--- src/hdl/cbrt_pkg.sv ---
// ----------------------------------------------------------------------------
// cbrt_pkg: shared types and constants of the copy-on-write remap table
// widths, reset values, register indexes, request and class codes
// ----------------------------------------------------------------------------
`default_nettype none

package cbrt_pkg;

  // field widths fixed by the stream format
  localparam int BLOCK_W     = 16;
  localparam int SLOT_OUT_W  = 32;
  localparam int REG_W       = 32;
  localparam int CFG_IDX_W   = 2;
  localparam int IN_DATA_W   = 16;
  localparam int OUT_DATA_W  = 40;

  // parameter defaults
  localparam int DEF_NUM_BLOCKS = 65536;
  localparam int DEF_SLOT_BITS  = 32;

  // register reset values
  localparam logic [REG_W-1:0] DEF_FIRST_SLOT = 32'd128;
  localparam logic [REG_W-1:0] DEF_SLOT_LIMIT = 32'd65664;

  // register indexes
  localparam logic [CFG_IDX_W-1:0] CFG_FIRST_SLOT = 2'd0;
  localparam logic [CFG_IDX_W-1:0] CFG_SLOT_LIMIT = 2'd1;

  // request kinds
  localparam logic ACT_WRITE = 1'b0;
  localparam logic ACT_READ  = 1'b1;

  // read request class
  localparam logic [1:0] MODE_NONE  = 2'd0;
  localparam logic [1:0] MODE_SNAP  = 2'd1;
  localparam logic [1:0] MODE_BASE  = 2'd2;
  localparam logic [1:0] MODE_MIXED = 2'd3;

  typedef enum logic [2:0] {
    ST_CLEAR,
    ST_IDLE,
    ST_DIV,
    ST_MOD,
    ST_READ,
    ST_EXEC
  } cbrt_state_t;

endpackage

`default_nettype wire

--- src/hdl/cbrt_idx_mod.sv ---
// ----------------------------------------------------------------------------
// cbrt_idx_mod: block index reduction
// two-stage reduction of a block number modulo the table depth
// ----------------------------------------------------------------------------
`default_nettype none

module cbrt_idx_mod
  import cbrt_pkg::*;
#(
  parameter int NUM_BLOCKS = DEF_NUM_BLOCKS
) (
  input  wire logic                          clk,
  input  wire logic [BLOCK_W-1:0]            blk,
  output logic      [$clog2(NUM_BLOCKS)-1:0] idx_r
);

  localparam int IDX_W = $clog2(NUM_BLOCKS);
  localparam int N_W   = IDX_W + 1;
  localparam int PW    = BLOCK_W + 32;
  localparam int RW    = BLOCK_W + N_W;
  localparam longint unsigned RECIP_L = (64'd1 << 32) / NUM_BLOCKS;
  localparam logic [31:0]  RECIP = 32'(RECIP_L);
  localparam logic [N_W-1:0] NB = N_W'(NUM_BLOCKS);

  logic [PW-1:0]      prod;
  logic [BLOCK_W-1:0] q_r;
  logic [BLOCK_W-1:0] blk_q_r;
  logic [RW-1:0]      rem;
  logic [RW-1:0]      rem_fix;

  // quotient estimate, low by at most one
  assign prod = PW'(blk) * PW'(RECIP);

  always_ff @(posedge clk) begin
    q_r     <= prod[PW-1:32];
    blk_q_r <= blk;
  end

  assign rem     = RW'(blk_q_r) - (RW'(q_r) * RW'(NB));
  assign rem_fix = (rem >= RW'(NB)) ? (rem - RW'(NB)) : rem;

  always_ff @(posedge clk) begin
    idx_r <= rem_fix[IDX_W-1:0];
  end

endmodule

`default_nettype wire

--- config.mk ---
export PLATFORM = sky130hd
export DESIGN_NAME = cbrt_idx_mod
export DESIGN_NICKNAME = d
export VERILOG_FILES = /design/src/hdl/cbrt_pkg.sv /design/src/hdl/cbrt_idx_mod.sv
export SDC_FILE = /design/constraint.sdc
export NUM_CORES = 1
export LEC_CHECK = 0
export BUFFER_PORTS_ARGS = -buffer_cell sky130_fd_sc_hd__buf_2
export CORE_ASPECT_RATIO = 0.9
export CORE_UTILIZATION = 42
export CTS_BUF_LIST = sky130_fd_sc_hd__clkbuf_4 sky130_fd_sc_hd__clkbuf_8
export DETAILED_ROUTE_END_ITERATION = 12
export PLACE_DENSITY = 0.72
export SLEW_MARGIN = 20
export SYNTH_ARGS = -nofsm -noshare
export SYNTH_HDL_FRONTEND = slang
export SYNTH_SLANG_ARGS = --single-unit
export TNS_END_PERCENT = 50
--- constraint.sdc ---
create_clock -name clk -period 1.2 [get_ports clk]
set_clock_uncertainty 0.15 [all_clocks]
set_input_delay 0.18 -clock clk [delete_from_list [all_inputs] [get_ports clk]]
set_output_delay 0.18 -clock clk [all_outputs]
set_load 0.02 [all_outputs]
==> reports/qor.txt <==
status: finished, final reports clean
drt initial violations: 3
Max rail drop VDD: 1130 uV
post-layout min period: 1.111 ns
CP max stage delay: 0.31 ns
crit-path cells: buf_2
startpoint type of the worst setup path: register
TritonCTS clock tree: done
WP data arrival: 0.78 ns
LEAKAGE: 0.5001 nW
layout cells sized above 1: 0.4483
Slew Viols, Final: 0
DR pass1 iterations: 2
MaxCap Viol Count: 0
GR Util met1: 0.1071
Pwr Total: 1.900 mW
Final period util: 0.9256
count of unique library cells instantiated by Yosys: 1
Buf+Inv Stages, Crit Path: 1
Tot GR Track Use: 0.1579
CP Max Fanout: 1
kind of critical path: reg2out
Multi-input gate area: 0 sq um
Core ar.: 1321 sq um
TNS Setup: 0 ns
io pins: 33
DP Worst Slack: 0.4218 ns
clk slew on worst S/H paths: 0.09 ns
register bit total from synthesis: 32
mean post-synth cell area: 20.02 sq um
Worst-Skew Late Latency: 0.31 ns
largest net degree at the start of global routing: 10
Worst-Margin Slew: 0.1143 ns
first-pass GRT wire length: 1607 um
number of buffers created by CTS: 5
height of the die: 39.05 um
Vias: 406
FP Rows: 12
ant diodes: 0
hold_buf cts: 16
Synth Instances: 32
reg2reg start: blk_q_r[7]
Yosys warning total: 0
post-cts resize count: 0
vias in the first global route: 392
unrepaired setup endpoints after global routing: no
Post-route DRC: 0
Routed WL: 1141 um
Crit. Startpoint: idx_r[0]
Mapped Nets: 49
area grow syn2layout: 62.89%
Min-Delay Path Class: reg2reg
Worst setup EP type: primary output
Cell Area, Synth: 640.6 sq um
final hold violations: 0
WL/cell: 11.30 um
WP data required: 0.87 ns
Final WS setup: 0.08927 ns
Finish-stage setup viols: 0
gr ovfl total: 0
Slew HR: 0.9243
routing usage on met2: 0.3134
Die ar.: 1686 sq um
met3 usage: 0.1168
Util after Layout: 0.7898
Largest delay share family, worst path: flip-flops
Initial Utilization: 0.4848
vias per cell: 4.020
clock buffer depth: 2
clock root buffer: clkbuf_4
Sink Count: 32
Fmax achieved: 900.3 MHz
#MultiIn Comb: 0
global routing's busiest layer: met2
PortBufs: 32
share of the yosys chip area belonging to registers: 1.000
Hold Crit Start: blk_q_r[8]
pwr dens: 1821 nW/um^2
Detail Route Antenna Nets: 0
GPL Wtd Cong: 0.5623
Die X: 43.17 um
slowest CP cell: dfxtp_1
initial antenna violation count: 0
Nets: 104
postcts setup bufs: 0
H-tree levels: 2
[kinds of logic (layout without fill, tap and decap cells)]
family,after synthesis,count (layout),share of synthesized area
buf+inv,0,55,0
flops,32,32,1.000
[area by class of cell]
type / instances / area (sq um)
Clock buffer: 7 / 65.06
Tap cell: 14 / 17.52
Sequential cell: 32 / 640.6
Fill cell: 86 / 277.8
Timing Repair Buffer: 48 / 320.3
[flip-flops by register name (all words and copies together) (netlist names)]
name and count:
blk_q_r 16, idx_r 16
[worst paths after layout]
path	slack [ns]	endpoint	depth (start not counted)
min	0.18	idx_r[8]	0
min reg2reg	0.18	idx_r[8]	0
max	0.09	idx_r[0]	1
max reg2reg	0.63	idx_r[7]	0
[placed cells by master (no fill, tap or decap), drive strengths merged]
cell	synthesis	final
dlygate4sd3	0	16
dfxtp	32	32
clkbuf	0	7
buf	0	32
[layer usage]
layer  routed length (um)  part of all wire  vias up
met5                    0                 0        -
met4                    0                 0        0
met3                   82             0.072        0
met2                  666              0.58       20
met1                  392              0.34      180
li1                     -                 -      206
[power by group]
group	switching [mW]	total [mW]	internal, mW
Clock	0.307	0.639	0.332
Sequential	0.0116	1.13	1.12
Combinational	0.0607	0.131	0.0706
[Yosys cell counts]
cell     number  area share
dfxtp_1      32         1.0
[metrics by stage]
step	hold slack, ns	instance area, sq um	instances
finish	0.1807	1044	101
global route	0.1851	1044	101
CTS	0.1816	1044	101
detailed placement	0.1336	818.3	78
global placement	0.1321	818.3	78
floorplan	0.05772	640.6	32
(Power assumes the default switching activity.)
